==> src/rtl/core/clri_pkg.sv <==
// clri_pkg: shared types and constants of the colour ramp interpolator
// holds the item, state and status types used by front, queue and back
// depends on nothing
`default_nettype none

package clri_pkg;

  // fixed point: 1.0 is 2^FRAC_W
  localparam int FRAC_W     = 16;
  localparam int VAL_W      = FRAC_W + 1;
  localparam int SAMPLE_W   = 18;
  localparam int POS_W      = 17;
  localparam int CH_W       = 8;
  localparam int NUM_CH     = 4;
  localparam int COLOR_W    = NUM_CH * CH_W;
  localparam int SLOT_W     = 3;
  localparam int COUNT_W    = 4;
  localparam int CFG_IDX_W  = 2;
  localparam int CFG_DATA_W = 4;

  localparam logic [VAL_W-1:0] ONE_Q = {1'b1, {FRAC_W{1'b0}}};

  // smallest key gap that still gives a weight, ceil(1.0 / 10000)
  localparam int MIN_GAP = ((1 << FRAC_W) + 9999) / 10000;

  // blend datapath widths
  localparam int W_W    = 32;
  localparam int DIFF_W = CH_W + 1;
  localparam int PROD_W = W_W + DIFF_W;
  localparam int SUM_W  = PROD_W + 1;

  // radix-4 divider: 34-bit dividend, two quotient bits per cycle
  localparam int DIV_N_W   = 34;
  localparam int DIV_STEPS = DIV_N_W / 2;
  localparam int DIV_CNT_W = 5;

  // item queue between front and back
  localparam int QUEUE_DEPTH = 2;

  typedef enum logic [0:0] {
    OP_MAP   = 1'b0,
    OP_WRITE = 1'b1
  } clri_op_e;

  typedef enum logic [CFG_IDX_W-1:0] {
    REG_KEY_COUNT = 2'd0,
    REG_INVERT    = 2'd1
  } clri_reg_e;

  typedef enum logic [2:0] {
    ST_IDLE,
    ST_SRCH,
    ST_LO,
    ST_HI,
    ST_DIV,
    ST_WGT,
    ST_MUL,
    ST_SUM
  } clri_state_e;

  // classified item as it waits in the queue
  typedef struct packed {
    clri_op_e           op;
    logic [SLOT_W-1:0]  slot;
    logic [VAL_W-1:0]   value;
    logic [POS_W-1:0]   position;
    logic [COLOR_W-1:0] color;
  } clri_item_t;

  // engine status seen by the top level
  typedef struct packed {
    clri_state_e state;
    logic        search_room;
    logic        load_result;
  } clri_status_t;

endpackage

`default_nettype wire

==> src/rtl/core/clri_front.sv <==
// clri_front: accepts items, clamps and inverts the scalar, drops stray key writes
// depends on clri_pkg
`default_nettype none

module clri_front #(
  parameter int MAX_KEYS = 8
) (
  input  logic                                push_i,
  input  logic                                full_i,
  input  logic                                invert_i,
  input  logic                                operation_i,
  input  logic signed [clri_pkg::SAMPLE_W-1:0] sample_value_i,
  input  logic [clri_pkg::SLOT_W-1:0]         key_slot_i,
  input  logic [clri_pkg::POS_W-1:0]          key_position_i,
  input  logic [clri_pkg::CH_W-1:0]           key_red_i,
  input  logic [clri_pkg::CH_W-1:0]           key_green_i,
  input  logic [clri_pkg::CH_W-1:0]           key_blue_i,
  input  logic [clri_pkg::CH_W-1:0]           key_alpha_i,
  output logic                                enq_o,
  output clri_pkg::clri_item_t                item_o
);

  logic                          slot_ok;
  logic [clri_pkg::VAL_W-1:0]    clamped;
  clri_pkg::clri_op_e            op;

  assign op      = clri_pkg::clri_op_e'(operation_i);
  assign slot_ok = 32'(key_slot_i) < MAX_KEYS;

  // clamp the scalar to 0..1.0
  always_comb begin
    priority if (sample_value_i[clri_pkg::SAMPLE_W-1]) begin
      clamped = '0;
    end else if (sample_value_i[clri_pkg::VAL_W-1:0] > clri_pkg::ONE_Q) begin
      clamped = clri_pkg::ONE_Q;
    end else begin
      clamped = sample_value_i[clri_pkg::VAL_W-1:0];
    end
  end

  // build the queue item
  always_comb begin
    item_o.op       = op;
    item_o.slot     = key_slot_i;
    item_o.value    = invert_i ? (clri_pkg::ONE_Q - clamped) : clamped;
    item_o.position = key_position_i;
    item_o.color    = {key_alpha_i, key_blue_i, key_green_i, key_red_i};
  end

  // writes beyond the key store are accepted and dropped
  assign enq_o = push_i && !full_i && !(op == clri_pkg::OP_WRITE && !slot_ok);

endmodule

`default_nettype wire

==> src/rtl/core/clri_queue.sv <==
// clri_queue: short item queue between front and back
// depends on clri_pkg
`default_nettype none

module clri_queue (
  input  logic                 clk_i,
  input  logic                 rst_ni,
  input  logic                 enq_i,
  input  clri_pkg::clri_item_t item_i,
  output logic                 full_o,
  input  logic                 deq_i,
  output logic                 valid_o,
  output clri_pkg::clri_item_t item_o
);

  localparam int PtrW = (clri_pkg::QUEUE_DEPTH > 1) ? $clog2(clri_pkg::QUEUE_DEPTH) : 1;
  localparam int CntW = $clog2(clri_pkg::QUEUE_DEPTH + 1);

  clri_pkg::clri_item_t slot_q [clri_pkg::QUEUE_DEPTH];
  logic [PtrW-1:0]      wr_ptr_q, wr_ptr_d;
  logic [PtrW-1:0]      rd_ptr_q, rd_ptr_d;
  logic [CntW-1:0]      cnt_q, cnt_d;
  logic                 do_enq, do_deq;

  assign full_o  = 32'(cnt_q) == clri_pkg::QUEUE_DEPTH;
  assign valid_o = cnt_q != '0;
  assign item_o  = slot_q[rd_ptr_q];
  assign do_enq  = enq_i && !full_o;
  assign do_deq  = deq_i && valid_o;

  // pointer and fill count update
  always_comb begin
    wr_ptr_d = wr_ptr_q;
    rd_ptr_d = rd_ptr_q;
    cnt_d    = cnt_q;
    if (do_enq) begin
      wr_ptr_d = (32'(wr_ptr_q) == clri_pkg::QUEUE_DEPTH - 1) ? '0 : wr_ptr_q + PtrW'(1);
    end
    if (do_deq) begin
      rd_ptr_d = (32'(rd_ptr_q) == clri_pkg::QUEUE_DEPTH - 1) ? '0 : rd_ptr_q + PtrW'(1);
    end
    if (do_enq && !do_deq) begin
      cnt_d = cnt_q + CntW'(1);
    end else if (do_deq && !do_enq) begin
      cnt_d = cnt_q - CntW'(1);
    end
  end

  always_ff @(posedge clk_i or negedge rst_ni) begin
    if (!rst_ni) begin
      wr_ptr_q <= '0;
      rd_ptr_q <= '0;
      cnt_q    <= '0;
    end else begin
      wr_ptr_q <= wr_ptr_d;
      rd_ptr_q <= rd_ptr_d;
      cnt_q    <= cnt_d;
    end
  end

  // item storage
  always_ff @(posedge clk_i) begin
    if (do_enq) begin
      slot_q[wr_ptr_q] <= item_i;
    end
  end

endmodule

`default_nettype wire

==> src/rtl/core/clri_back.sv <==
// clri_back: key store, segment search, radix-4 divider, blend and result register
// depends on clri_pkg
`default_nettype none

module clri_back #(
  parameter int MAX_KEYS = 8
) (
  input  logic                              clk_i,
  input  logic                              rst_ni,
  input  logic [clri_pkg::COUNT_W-1:0]      count_i,
  input  logic                              q_valid_i,
  input  clri_pkg::clri_item_t              q_item_i,
  output logic                              q_deq_o,
  input  logic                              pop_i,
  output logic                              empty_o,
  output logic [clri_pkg::CH_W-1:0]         out_red_o,
  output logic [clri_pkg::CH_W-1:0]         out_green_o,
  output logic [clri_pkg::CH_W-1:0]         out_blue_o,
  output logic [clri_pkg::CH_W-1:0]         out_alpha_o,
  output clri_pkg::clri_status_t            status_o
);

  localparam int IdxW    = (MAX_KEYS > 1) ? $clog2(MAX_KEYS) : 1;
  localparam int PosW    = clri_pkg::POS_W;
  localparam int ValW    = clri_pkg::VAL_W;
  localparam int FracW   = clri_pkg::FRAC_W;
  localparam int ChW     = clri_pkg::CH_W;
  localparam int ColorW  = clri_pkg::COLOR_W;
  localparam int SumW    = clri_pkg::SUM_W;
  localparam int ProdW   = clri_pkg::PROD_W;
  localparam int DivNW   = clri_pkg::DIV_N_W;
  localparam int WW      = clri_pkg::W_W;

  localparam logic signed [SumW-1:0] HalfQ =
    {{(SumW - FracW){1'b0}}, 1'b1, {(FracW - 1){1'b0}}};

  // key store
  logic [PosW-1:0]   pos_mem [MAX_KEYS];
  logic [ColorW-1:0] col_mem [MAX_KEYS];
  logic [MAX_KEYS-1:0] key_vld_q, key_vld_d;
  logic [PosW-1:0]   pos_rd_q;
  logic [ColorW-1:0] col_rd_q;
  logic [IdxW-1:0]   rd_addr;
  logic [IdxW-1:0]   wr_addr;
  logic              mem_we;

  // engine state
  clri_pkg::clri_state_e state_q, state_d;
  logic [IdxW-1:0]       idx_q, idx_d;
  logic [ValW-1:0]       v_q, v_d;
  logic                  few_q, few_d;
  logic [PosW-1:0]       p0_q, p0_d;
  logic [PosW-1:0]       p1_q, p1_d;
  logic [ColorW-1:0]     c0_q, c0_d;
  logic [ColorW-1:0]     c1_q, c1_d;

  // divider
  logic [PosW-1:0]                     gap_q, gap_d;
  logic [DivNW-1:0]                    num_q, num_d;
  logic [PosW-1:0]                     rem_q, rem_d;
  logic [DivNW-1:0]                    quo_q, quo_d;
  logic [clri_pkg::DIV_CNT_W-1:0]      cnt_q, cnt_d;
  logic                                neg_q, neg_d;
  logic [PosW:0]                       r_a, r_a_n, r_b, r_b_n;
  logic                                ge_a, ge_b;

  // blend
  logic signed [WW-1:0]    w1_q, w1_d;
  logic signed [ProdW-1:0] prod_q [clri_pkg::NUM_CH];
  logic signed [ProdW-1:0] prod_d [clri_pkg::NUM_CH];
  logic signed [clri_pkg::DIFF_W-1:0] cdiff [clri_pkg::NUM_CH];
  logic signed [SumW-1:0]  sum [clri_pkg::NUM_CH];
  logic [ChW-1:0]          sat [clri_pkg::NUM_CH];

  // result register
  logic              out_vld_q, out_vld_d;
  logic [ColorW-1:0] out_q, out_d;

  // segment and weight helpers
  logic [PosW:0]   gap_full;
  logic [PosW:0]   diff_full;
  logic [PosW:0]   diff_mag;
  logic            narrow;
  logic            search_step;
  logic            load_result;

  assign wr_addr     = IdxW'(q_item_i.slot);
  assign gap_full    = {1'b0, p1_q} - {1'b0, p0_q};
  assign diff_full   = {1'b0, v_q} - {1'b0, p0_q};
  assign diff_mag    = diff_full[PosW] ? -diff_full : diff_full;
  assign narrow      = gap_full[PosW] || (gap_full[PosW-1:0] < PosW'(clri_pkg::MIN_GAP));
  assign search_step = (32'(idx_q) + 2 < 32'(count_i)) && (v_q > pos_rd_q);

  // two restoring divide steps per cycle
  assign r_a   = {rem_q, num_q[DivNW-1]};
  assign ge_a  = r_a >= {1'b0, gap_q};
  assign r_a_n = ge_a ? (r_a - {1'b0, gap_q}) : r_a;
  assign r_b   = {r_a_n[PosW-1:0], num_q[DivNW-2]};
  assign ge_b  = r_b >= {1'b0, gap_q};
  assign r_b_n = ge_b ? (r_b - {1'b0, gap_q}) : r_b;

  // per-channel colour difference and rounded, saturated sum
  always_comb begin
    for (int ch = 0; ch < clri_pkg::NUM_CH; ch++) begin
      cdiff[ch] = $signed({1'b0, c1_q[ch*ChW +: ChW]}) - $signed({1'b0, c0_q[ch*ChW +: ChW]});
      sum[ch]   = SumW'(prod_q[ch])
                + $signed({{(SumW - ChW - FracW){1'b0}}, c0_q[ch*ChW +: ChW], {FracW{1'b0}}})
                + HalfQ;
      priority if (sum[ch][SumW-1]) begin
        sat[ch] = '0;
      end else if (|sum[ch][SumW-2:FracW+ChW]) begin
        sat[ch] = '1;
      end else begin
        sat[ch] = sum[ch][FracW+ChW-1:FracW];
      end
    end
  end

  // sequencer: next state and datapath control
  always_comb begin
    state_d     = state_q;
    idx_d       = idx_q;
    v_d         = v_q;
    few_d       = few_q;
    p0_d        = p0_q;
    p1_d        = p1_q;
    c0_d        = c0_q;
    c1_d        = c1_q;
    gap_d       = gap_q;
    num_d       = num_q;
    rem_d       = rem_q;
    quo_d       = quo_q;
    cnt_d       = cnt_q;
    neg_d       = neg_q;
    w1_d        = w1_q;
    prod_d      = prod_q;
    out_vld_d   = out_vld_q && !pop_i;
    out_d       = out_q;
    key_vld_d   = key_vld_q;
    rd_addr     = '0;
    mem_we      = 1'b0;
    q_deq_o     = 1'b0;
    load_result = 1'b0;

    unique case (state_q)
      clri_pkg::ST_IDLE: begin
        if (q_valid_i) begin
          q_deq_o = 1'b1;
          if (q_item_i.op == clri_pkg::OP_WRITE) begin
            mem_we             = 1'b1;
            key_vld_d[wr_addr] = 1'b1;
          end else begin
            v_d   = q_item_i.value;
            idx_d = '0;
            few_d = 32'(count_i) <= 2;
            if (32'(count_i) <= 2) begin
              rd_addr = '0;
              state_d = clri_pkg::ST_LO;
            end else begin
              rd_addr = IdxW'(1);
              state_d = clri_pkg::ST_SRCH;
            end
          end
        end
      end

      // read data holds the position of key idx+1
      clri_pkg::ST_SRCH: begin
        if (search_step) begin
          idx_d   = idx_q + IdxW'(1);
          rd_addr = IdxW'(32'(idx_q) + 2);
        end else begin
          p1_d    = pos_rd_q;
          rd_addr = idx_q;
          state_d = clri_pkg::ST_LO;
        end
      end

      // read data holds key idx
      clri_pkg::ST_LO: begin
        p0_d    = pos_rd_q;
        c0_d    = col_rd_q;
        rd_addr = IdxW'(32'(idx_q) + 1);
        state_d = clri_pkg::ST_HI;
      end

      // read data holds key idx+1, pick the weight source
      clri_pkg::ST_HI: begin
        c1_d = col_rd_q;
        priority if (few_q) begin
          w1_d    = WW'(v_q);
          state_d = clri_pkg::ST_MUL;
        end else if (narrow) begin
          w1_d    = '0;
          state_d = clri_pkg::ST_MUL;
        end else begin
          gap_d   = gap_full[PosW-1:0];
          neg_d   = diff_full[PosW];
          num_d   = {1'b0, diff_mag[PosW-1:0], {FracW{1'b0}}};
          rem_d   = '0;
          quo_d   = '0;
          cnt_d   = '0;
          state_d = clri_pkg::ST_DIV;
        end
      end

      clri_pkg::ST_DIV: begin
        num_d = num_q << 2;
        rem_d = r_b_n[PosW-1:0];
        quo_d = {quo_q[DivNW-3:0], ge_a, ge_b};
        cnt_d = cnt_q + clri_pkg::DIV_CNT_W'(1);
        if (32'(cnt_q) == clri_pkg::DIV_STEPS - 1) begin
          state_d = clri_pkg::ST_WGT;
        end
      end

      // quotient truncates toward zero, so only the sign is restored
      clri_pkg::ST_WGT: begin
        w1_d    = neg_q ? -quo_q[WW-1:0] : quo_q[WW-1:0];
        state_d = clri_pkg::ST_MUL;
      end

      clri_pkg::ST_MUL: begin
        for (int ch = 0; ch < clri_pkg::NUM_CH; ch++) begin
          prod_d[ch] = ProdW'(w1_q) * ProdW'(cdiff[ch]);
        end
        state_d = clri_pkg::ST_SUM;
      end

      // wait for room in the result register
      clri_pkg::ST_SUM: begin
        if (!out_vld_q || pop_i) begin
          load_result = 1'b1;
          out_vld_d   = 1'b1;
          out_d       = {8'hFF - sat[3], sat[2], sat[1], sat[0]};
          state_d     = clri_pkg::ST_IDLE;
        end
      end
    endcase
  end

  // control registers
  always_ff @(posedge clk_i or negedge rst_ni) begin
    if (!rst_ni) begin
      state_q   <= clri_pkg::ST_IDLE;
      out_vld_q <= 1'b0;
      key_vld_q <= '0;
    end else begin
      state_q   <= state_d;
      out_vld_q <= out_vld_d;
      key_vld_q <= key_vld_d;
    end
  end

  // datapath registers
  always_ff @(posedge clk_i) begin
    idx_q  <= idx_d;
    v_q    <= v_d;
    few_q  <= few_d;
    p0_q   <= p0_d;
    p1_q   <= p1_d;
    c0_q   <= c0_d;
    c1_q   <= c1_d;
    gap_q  <= gap_d;
    num_q  <= num_d;
    rem_q  <= rem_d;
    quo_q  <= quo_d;
    cnt_q  <= cnt_d;
    neg_q  <= neg_d;
    w1_q   <= w1_d;
    prod_q <= prod_d;
    out_q  <= out_d;
  end

  // key store, one write and one registered read port; unwritten keys read zero
  always_ff @(posedge clk_i) begin
    if (mem_we) begin
      pos_mem[wr_addr] <= q_item_i.position;
      col_mem[wr_addr] <= q_item_i.color;
    end
    pos_rd_q <= key_vld_q[rd_addr] ? pos_mem[rd_addr] : '0;
    col_rd_q <= key_vld_q[rd_addr] ? col_mem[rd_addr] : '0;
  end

  assign empty_o     = !out_vld_q;
  assign out_red_o   = out_q[0*ChW +: ChW];
  assign out_green_o = out_q[1*ChW +: ChW];
  assign out_blue_o  = out_q[2*ChW +: ChW];
  assign out_alpha_o = out_q[3*ChW +: ChW];

  assign status_o.state       = state_q;
  assign status_o.search_room = 32'(idx_q) + 2 <= 32'(count_i);
  assign status_o.load_result = load_result;

endmodule

`default_nettype wire

==> src/rtl/core/color_ramp_interpolator_top.sv <==
// color_ramp_interpolator_top: piecewise-linear colour ramp lookup
// Input items come in through push/full. operation 1 writes one key (position
// and colour) into the key store and gives no result; operation 0 maps a signed
// Q1.16 scalar to an RGBA colour and gives one result on the result side.
// Results are read through empty/pop; the oldest result sits on out_*_o while
// empty is low. Configuration (key_count, invert_ramp) is written through
// cfg_valid_i/cfg_ready_o with cfg_index_i selecting the register; ready is
// always high.
// Back engine: a key write is stored from the idle state; a map item reads
// keys idx and idx+1 (LO, HI) and takes as weight the scalar with two keys or
// fewer, zero when the segment gap is narrow, else the radix-4 divider result
// (DIV, WGT), then multiplies and sums (MUL, SUM). With more than two keys the
// search (SRCH) first reads one key position per cycle from the key store
// port, stepping past up to key_count-2 segments.
// Reset clears all keys to zero, sets key_count to 2 and invert_ramp to 0.
// When pop is held low the result register holds, the engine waits with its
// finished result, the two-entry item queue fills and then full rises.
// depends on clri_pkg, clri_front, clri_queue, clri_back
`default_nettype none

module color_ramp_interpolator_top #(
  parameter int MAX_KEYS = 8
) (
  input  logic                                 clk_i,
  input  logic                                 rst_ni,
  // input item queue side
  input  logic                                 push,
  output logic                                 full,
  input  logic                                 operation_i,
  input  logic signed [clri_pkg::SAMPLE_W-1:0] sample_value_i,
  input  logic [clri_pkg::SLOT_W-1:0]          key_slot_i,
  input  logic [clri_pkg::POS_W-1:0]           key_position_i,
  input  logic [clri_pkg::CH_W-1:0]            key_red_i,
  input  logic [clri_pkg::CH_W-1:0]            key_green_i,
  input  logic [clri_pkg::CH_W-1:0]            key_blue_i,
  input  logic [clri_pkg::CH_W-1:0]            key_alpha_i,
  // result queue side
  output logic                                 empty,
  input  logic                                 pop,
  output logic [clri_pkg::CH_W-1:0]            out_red_o,
  output logic [clri_pkg::CH_W-1:0]            out_green_o,
  output logic [clri_pkg::CH_W-1:0]            out_blue_o,
  output logic [clri_pkg::CH_W-1:0]            out_alpha_o,
  // configuration write channel
  input  logic                                 cfg_valid_i,
  output logic                                 cfg_ready_o,
  input  logic [clri_pkg::CFG_IDX_W-1:0]       cfg_index_i,
  input  logic [clri_pkg::CFG_DATA_W-1:0]      cfg_data_i
);

  logic [clri_pkg::COUNT_W-1:0] key_count_q;
  logic                         invert_q;
  logic                         enq;
  clri_pkg::clri_item_t         front_item;
  clri_pkg::clri_item_t         head_item;
  logic                         head_valid;
  logic                         deq;
  clri_pkg::clri_status_t       st;

  assign cfg_ready_o = 1'b1;

  // configuration registers, key count saturates to the store depth
  always_ff @(posedge clk_i or negedge rst_ni) begin
    if (!rst_ni) begin
      key_count_q <= clri_pkg::COUNT_W'(2);
      invert_q    <= 1'b0;
    end else if (cfg_valid_i && cfg_ready_o) begin
      unique case (clri_pkg::clri_reg_e'(cfg_index_i))
        clri_pkg::REG_KEY_COUNT: begin
          if (32'(cfg_data_i) > MAX_KEYS) begin
            key_count_q <= clri_pkg::COUNT_W'(MAX_KEYS);
          end else begin
            key_count_q <= cfg_data_i[clri_pkg::COUNT_W-1:0];
          end
        end
        clri_pkg::REG_INVERT: begin
          invert_q <= cfg_data_i[0];
        end
        default: begin
          invert_q <= invert_q;
        end
      endcase
    end
  end

  // front: accept and classify
  clri_front #(
    .MAX_KEYS(MAX_KEYS)
  ) u_front (
    .push_i        (push),
    .full_i        (full),
    .invert_i      (invert_q),
    .operation_i   (operation_i),
    .sample_value_i(sample_value_i),
    .key_slot_i    (key_slot_i),
    .key_position_i(key_position_i),
    .key_red_i     (key_red_i),
    .key_green_i   (key_green_i),
    .key_blue_i    (key_blue_i),
    .key_alpha_i   (key_alpha_i),
    .enq_o         (enq),
    .item_o        (front_item)
  );

  // queue between front and back
  clri_queue u_queue (
    .clk_i  (clk_i),
    .rst_ni (rst_ni),
    .enq_i  (enq),
    .item_i (front_item),
    .full_o (full),
    .deq_i  (deq),
    .valid_o(head_valid),
    .item_o (head_item)
  );

  // back: key store, search, divide, blend
  clri_back #(
    .MAX_KEYS(MAX_KEYS)
  ) u_back (
    .clk_i      (clk_i),
    .rst_ni     (rst_ni),
    .count_i    (key_count_q),
    .q_valid_i  (head_valid),
    .q_item_i   (head_item),
    .q_deq_o    (deq),
    .pop_i      (pop),
    .empty_o    (empty),
    .out_red_o  (out_red_o),
    .out_green_o(out_green_o),
    .out_blue_o (out_blue_o),
    .out_alpha_o(out_alpha_o),
    .status_o   (st)
  );

  // key count never exceeds the store depth
  a_count_sat: assert property (@(posedge clk_i) disable iff (!rst_ni)
    32'(key_count_q) <= MAX_KEYS)
    else $error("key count above store depth");

  // search never reads past the last key in use
  a_search_room: assert property (@(posedge clk_i) disable iff (!rst_ni)
    st.state == clri_pkg::ST_SRCH |-> st.search_room)
    else $error("segment search ran past the keys in use");

  // a result is only loaded when the result register is free or being taken
  a_no_overwrite: assert property (@(posedge clk_i) disable iff (!rst_ni)
    st.load_result |-> (empty || pop))
    else $error("result register overwritten");

  // divider only leaves towards the weight fix-up
  a_div_exit: assert property (@(posedge clk_i) disable iff (!rst_ni)
    st.state == clri_pkg::ST_DIV |=>
      (st.state == clri_pkg::ST_DIV || st.state == clri_pkg::ST_WGT))
    else $error("divider left early");

endmodule

`default_nettype wire
==> config.mk <==
export PLATFORM = sky130hd
export DESIGN_NAME = color_ramp_interpolator_top
export DESIGN_NICKNAME = d
export VERILOG_FILES = /design/src/rtl/core/clri_pkg.sv /design/src/rtl/core/clri_front.sv /design/src/rtl/core/clri_queue.sv /design/src/rtl/core/clri_back.sv /design/src/rtl/core/color_ramp_interpolator_top.sv
export SDC_FILE = /design/constraint.sdc
export NUM_CORES = 2
export LEC_CHECK = 0
export BUFFER_PORTS_ARGS = -buffer_cell sky130_fd_sc_hd__buf_2
export CAP_MARGIN = 40
export CORE_MARGIN = 2
export CORE_UTILIZATION = 25
export CTS_BUF_LIST = sky130_fd_sc_hd__clkbuf_8
export DETAILED_ROUTE_END_ITERATION = 12
export SLEW_MARGIN = 20
export SYNTH_ARGS = -nofsm -noshare
export SYNTH_HDL_FRONTEND = slang
export SYNTH_SLANG_ARGS = --single-unit
==> constraint.sdc <==
create_clock -name clk_i -period 8.85 [get_ports clk_i]
set_clock_uncertainty 0.2 [all_clocks]
set_input_delay 1.77 -clock clk_i [delete_from_list [all_inputs] [get_ports clk_i]]
set_output_delay 1.77 -clock clk_i [all_outputs]
set_load 0.02 [all_outputs]
# --- Yosys cells after proc, flatten, opt, wreduce, memory -nomap -nowiden ---
# Memories as Yosys holds them, arrays and structs flattened. A register that Yosys moved wholly into a read port is not among the register bits.
# Index checks and enable logic that the tools add are counted.
word_totals:
  memories: 3
  output_inout_bits: 35
  register_bits: 474
  input_bits: 82
  mem_bits_rw: 532
  wordCells: 204
memory_table:
  columns: ["name", "words", "word_bits", "read_ports", "rd_ports_with_merged_regs", "wr", "line_no", "source"]
  rows:
  - ["u_back.col_mem", 8, 32, 1, 1, 1, "clri_back.sv:39", "logic [ColorW-1:0] col_mem [MAX_KEYS];"]
  - ["u_queue.slot_q", 2, 70, 1, 0, 1, "clri_queue.sv:19", "clri_pkg::clri_item_t slot_q [clri_pkg::QUEUE_DEPTH];"]
  - ["u_back.pos_mem", 8, 17, 1, 1, 1, "clri_back.sv:38", "logic [PosW-1:0] pos_mem [MAX_KEYS];"]
op_classes:
  reduce_logical: 39
  n_lt_le_gt_ge: 11
  n_mux: 65
  multipliers: 4
  eq_ne: 19
  bitwise_logic: 5
  addsub: 28
ops:
  columns: ["op", "count"]
  rows:
  - ["41-bit by 25-bit adder with 42-bit output", 4]
  - ["42-bit by 17-bit adder with 42-bit output, second input constant", 4]
  - ["32-bit by 9-bit multiplier with 41-bit output", 4]
  - ["32-bit 2-to-1 mux", 5]
  - ["17-bit 2-to-1 mux", 8]
  - ["32-bit case mux with 2 select lines", 2]
  - ["34-bit 2-to-1 mux", 2]
  - ["34-bit case mux with 2 select lines", 1]
  - ["17-bit OR reduction", 4]
  - ["8-bit 2-to-1 mux", 5]
  - ["18-bit by 17-bit greater-or-equal comparator with 1-bit output", 2]
  - ["3-bit 2-to-1 mux", 12]
  - ["17-bit by 17-bit subtractor with 18-bit output", 2]
  - ["8-bit by 8-bit subtractor with 9-bit output", 4]
  - ["17-bit case mux with 2 select lines", 1]
  - ["17-bit subtractor", 2]
  - ["32-bit by 4-bit less-than comparator with 1-bit output", 1]
  - ["32-bit negation", 1]
  - ["3-bit case mux with 8 select lines", 1]
  - ["17-bit > comparator", 1]
  - ["17-bit > comparator, second input constant", 1]
  - ["17-bit by 3-bit less-than comparator with 1-bit output, second input constant", 1]
  - ["17-bit negation", 1]
  - ["17-bit subtractor, first input constant", 1]
  - ["other kinds (41)", 101]

# --- Logic depth before layout (Yosys ltp) ---
depth:
  word_depth: 8
  mapped_depth: 33
  mapped_depth_nobuf: 33

# --- Cells and area by module ---
# A second synthesis with hierarchy kept.
hier_totals:
  cells_unflattened: 7271
  area_unflattened_um2: 80751.2
modules_own_cells:
  columns: ["mod", "area_per_inst_um2", "instances", "seq_area_each_um2", "cells_each"]
  rows:
  - ["clri_back", 73919.6, 1, 24373.4, 6870]
  - ["clri_queue", 5602.9, 1, 4304.1, 237]
  - ["clri_front", 989.7, 1, 0.0, 147]
  - ["color_ramp_interpolator_top", 239.0, 1, 126.4, 17]

# --- Worst setup path before layout ---
# No wires, ideal clock.
synth_path:
  path_kind: "register to register"
  startpoint: "reg u_back.c0_q[25]"
  endpoint: "reg u_back.prod_q[40] in the netlist's numbering (data pin)"
  slack_ns: 1.126
  period_less_slack_ns: 7.724
  required_time_ns: 8.390
  setup_time_ns: 0.260
  path_buffers: 1
  path_stages_with_launch: 33
  arrival_ns: 7.264
  cell_sequence: "edfxtp_1 -> inv_1 -> ha_1 -> nor2b_1 -> o21ai_0 -> nand2b_1 -> a21o_1 -> a21oi_1 -> o21bai_1 -> a21oi_1 -> xnor2_1 -> clkbuf_1 -> nand2_1 -> fa_1 -> fa_1 -> inv_1 -> fa_1 -> fa_1 -> inv_1 -> fa_1 -> inv_1 -> ha_1 -> nand4_1 -> or4b_2 -> o221ai_1 -> nand4_1 -> a31oi_1 -> a211o_1 -> nand3_1 -> nor3_1 -> o41a_1 -> a21oi_1 -> xnor2_1"
synth_via:
  elab_chain_cells: 2
synth_lines:
  columns: ["element", "line_no", "source"]
  rows:
  - ["start, declared", "clri_back.sv:54", "logic [ColorW-1:0] c0_q, c0_d;"]
  - ["start signal, assigned", "clri_back.sv:262", "c0_q <= c0_d;"]
  - ["8-bit by 8-bit subtractor with 9-bit output", "clri_back.sv:105", "cdiff[ch] = $signed({1'b0, c1_q[ch*ChW +: ChW]}) - $signed({1'b0, c0_q[ch*ChW +: ChW]});"]
  - ["32-bit by 9-bit multiplier with 41-bit output", "clri_back.sv:225", "prod_d[ch] = ProdW'(w1_q) * ProdW'(cdiff[ch]);"]
  - ["end signal, assigned", "clri_back.sv:271", "prod_q <= prod_d;"]
  - ["end, declared", "clri_back.sv:69", "logic signed [ProdW-1:0] prod_q [clri_pkg::NUM_CH];"]
# Every way passes these cells.
# A chain may end at the register's enable or synchronous reset.

# --- Final worst setup path ---
layout_path:
  startpoint: "reg u_back.c0_q[17]"
  endpoint: "reg u_back.prod_q[81] in the netlist's numbering (data pin)"
# The elaborated chain is that of the path after synthesis.

==> flow_summary.toml <==
[placed_design]
gp_congestion = 0.872
dp.final_hpwl_mm = 148
detailedPlace.worstSlack_ns = 0.591
place_area_sq_mm = 0.0858
io_buffers = 115

[synthesis]
syn_avg_cell_area_sq_um = 11.0
synth_top_area_share = 0.344
synth_top_cells_by_count = "fa_1, edfxtp_1, nand2_1, inv_1, and2_1"
yosysMostFrequentCell = "fa_1"
dominant_register_cell_in_the_synthesized_netlist = "edfxtp_1"
postSynth.asyncResetShare = 0.0215
synth.yosys.seq_area_share = 0.363
gate_count_post_synth = 7204
yosysWarningCount = 0
yosys.area.top_type = "edfxtp_1"
synth-edff-count = 909
synth.top_cells.by_area = "edfxtp_1, fa_1, ha_1"
synth_cell_type_count = 94
number_of_register_bits_inferred_by_synthesis = 979
synth_fp_nets = 8698
synthesized_area_sq_mm = 0.0794

[sta]
finalMaxSlewViolations = 0
setup_total_negative_slack_ns = 0
worst_slew_pin_slew_ns = 0.896
postLayoutSetupSlackWorst_ns = 0.625
hold_viol_final = 0
worst_hold_slack_ns = 0.222
fin_crit_sh = 0.929
grt_setup_unrepaired = "false"
achievable-frequency_mhz = 122
max_slew_margin = 0.402
finalSetupViolCount = 0
finalCriticalPeriod_ns = 8.22

[layout]
final.fill_count = 32400
nets = 8815
final_layout_size_suffix_gt1_frac = 0.0947
area.growth.synth_to_final_pct = 12.7
post-route-cell-area_sq_mm = 0.0894

[floorplan]
initial_utilization = 0.252
fp.dieH_um = 568
num_rows = 206
die_w_um = 568
design.core.area_sq_mm = 0.315
floorplan.io_pins = 117
die-area_sq_mm = 0.322

[critical_path]
critPathArrivalTime_ns = 8.70
critical_path.endpoint_type = "register"
crit_slowest_cell = "nor3_1"
reg2regPathDepth = 29
timing.critical_path.from_type = "register"
worst-endpoint-required_ns = 9.32
buffers_inverters_on_critical_path = 3
r2r_slack_ns = 0.63
ff_to_ff_end = "u_back.prod_q[81]$_DFFE_PP_"
crit_fanout = 7
max_stage_delay_on_crit_path_ns = 0.62
r2r_start = "u_back.c0_q[17]$_DFFE_PP_"
critPathKind = "reg -> reg"
critPathTopFamily = "adder cells"

[drt]
detail-route-antenna-nets = 0
vias_per_cell = 4.55
vias = 52900
routedWlPerCell_um = 17.5
detail_route.wirelength_mm = 203
drt_pass1_iterations = 5
drt_iter0_markers = 3501
drc_errors = 0

[min_path]
hold_class = "reg -> reg"
holdPathStages = 0
hold_start = "u_back.col_rd_q[24]$_SDFF_PN0_"
min_delay_worst_endpoint = "u_back.c1_q[24]$_DFFE_PP_"

[clock_tree]
cts_root_buf = "clkbuf_8"
clk_pin_slew_ns = 0.06
cts.path.max_buffers = 3
ctsHtreeMaxLevel = 4
clkSinkCount = 979
cts_tree = "built"
cts_made_buffers = 168
clock_latency_at_the_later_pin_of_the_worst_skew_pair_ns = 0.95

[global_routing]
grt_antenna_before_repair = 15
largest_net_degree_at_the_start_of_global_routing = 78
grt_util_all_layers = 0.127
grt_pass1_wl_mm = 323
global_route.overflow_total = 0
vias_in_the_first_global_route = 56700

[flow_run]
maxCapViolations = 0

[run_status]
outcome = "finished clean"
-- cell type report --
class | count | area (sq um) | share of cell area
flip-flops and latches | 979 | 28800 | 0.322
clock inverters | 121 | 943 | 0.0105
repair buffers | 281 | 2140 | 0.0239
well taps | 4160 | 5200 | 0.0582
clock buffers | 191 | 2630 | 0.0294
inverters | 720 | 2700 | 0.0302
diodes | 3 | 7.51 | 0.0000839
multi-input cells | 5171 | 47000 | 0.526
-- worst max path at each step --
stage	startpoint	cells past startpoint	to
2_1_floorplan	u_back.c0_q[25]$_DFFE_PP_	32	u_back.prod_q[40]$_DFFE_PP_
3_3_place_gp	u_back.c1_q[16]$_DFFE_PP_	30	u_back.prod_q[79]$_DFFE_PP_
3_5_place_dp	u_back.c1_q[16]$_DFFE_PP_	30	u_back.prod_q[79]$_DFFE_PP_
4_1_cts	u_back.c0_q[17]$_DFFE_PP_	29	u_back.prod_q[81]$_DFFE_PP_
5_1_grt	u_back.c0_q[17]$_DFFE_PP_	29	u_back.prod_q[81]$_DFFE_PP_
6_report	u_back.c0_q[17]$_DFFE_PP_	29	u_back.prod_q[81]$_DFFE_PP_
-- placed cells by master, fill, tap and decap left out, types with 121 or more instances in the layout --
cell and count:
edfxtp_1 909, and2_1 630, o21ai_0 176, nand2b_1 281, ha_1 480, nand2_1 748
buf_4 140, xor2_1 121, xnor2_1 138, fa_1 932, nor2_1 364, clkbuf_8 191
a21oi_1 206, inv_1 766, nand3_1 168
-- kinds of logic after synthesis --
group / after synthesis / synth area share
AO/OA/AOI/OAI: 836 / 0.0687
XOR/XNOR: 283 / 0.0312
adder cells (fa/ha/maj): 1412 / 0.311
buffers and inverters: 1054 / 0.0499
flip-flops: 979 / 0.363
multiplexers: 95 / 0.0132
other: 1 / 0.0000472
AND/OR/NAND/NOR: 2544 / 0.163
-- metrics by stage --
stage	instances	util
5_1_grt	11600	0.283
2_1_floorplan	7204	-
3_5_place_dp	11300	0.272
3_3_place_gp	11300	0.271
6_report	11600	0.283
4_1_cts	11600	0.283
-- sequential cells by signal, summed over array words and instances, names as in the netlist, 18 cells and up --
register / flops
u_queue.slot_q: 140
u_back.col_rd_q: 32
u_back.c0_q: 32
u_back.col_mem: 256
u_back.prod_q: 104
u_back.c1_q: 32
u_back.pos_mem: 136
u_back.out_q: 32
u_back.w1_q: 32
u_back.num_q: 18
u_back.quo_q: 32
-- per-layer routing --
layer / track usage / vias up / part of all wire
met5: 0 / - / 0
met1: 0.166 / 27000 / 0.44
met2: 0.215 / 1422 / 0.48
met3: 0.0211 / 264 / 0.054
met4: 0.0357 / 0 / 0.025
li1: - / 24200 / -
-- what timing repair did --
item | 4_1_cts | 5_1_grt
gates resized for setup | 0 | 1
setup buffers | 0 | 0
hold buffers | 0 | 0
endpoints found under the setup margin | 0 | 1
Power is not shown: default switching activity piles up to over one toggle a cycle in this logic, so the estimate is an artifact.
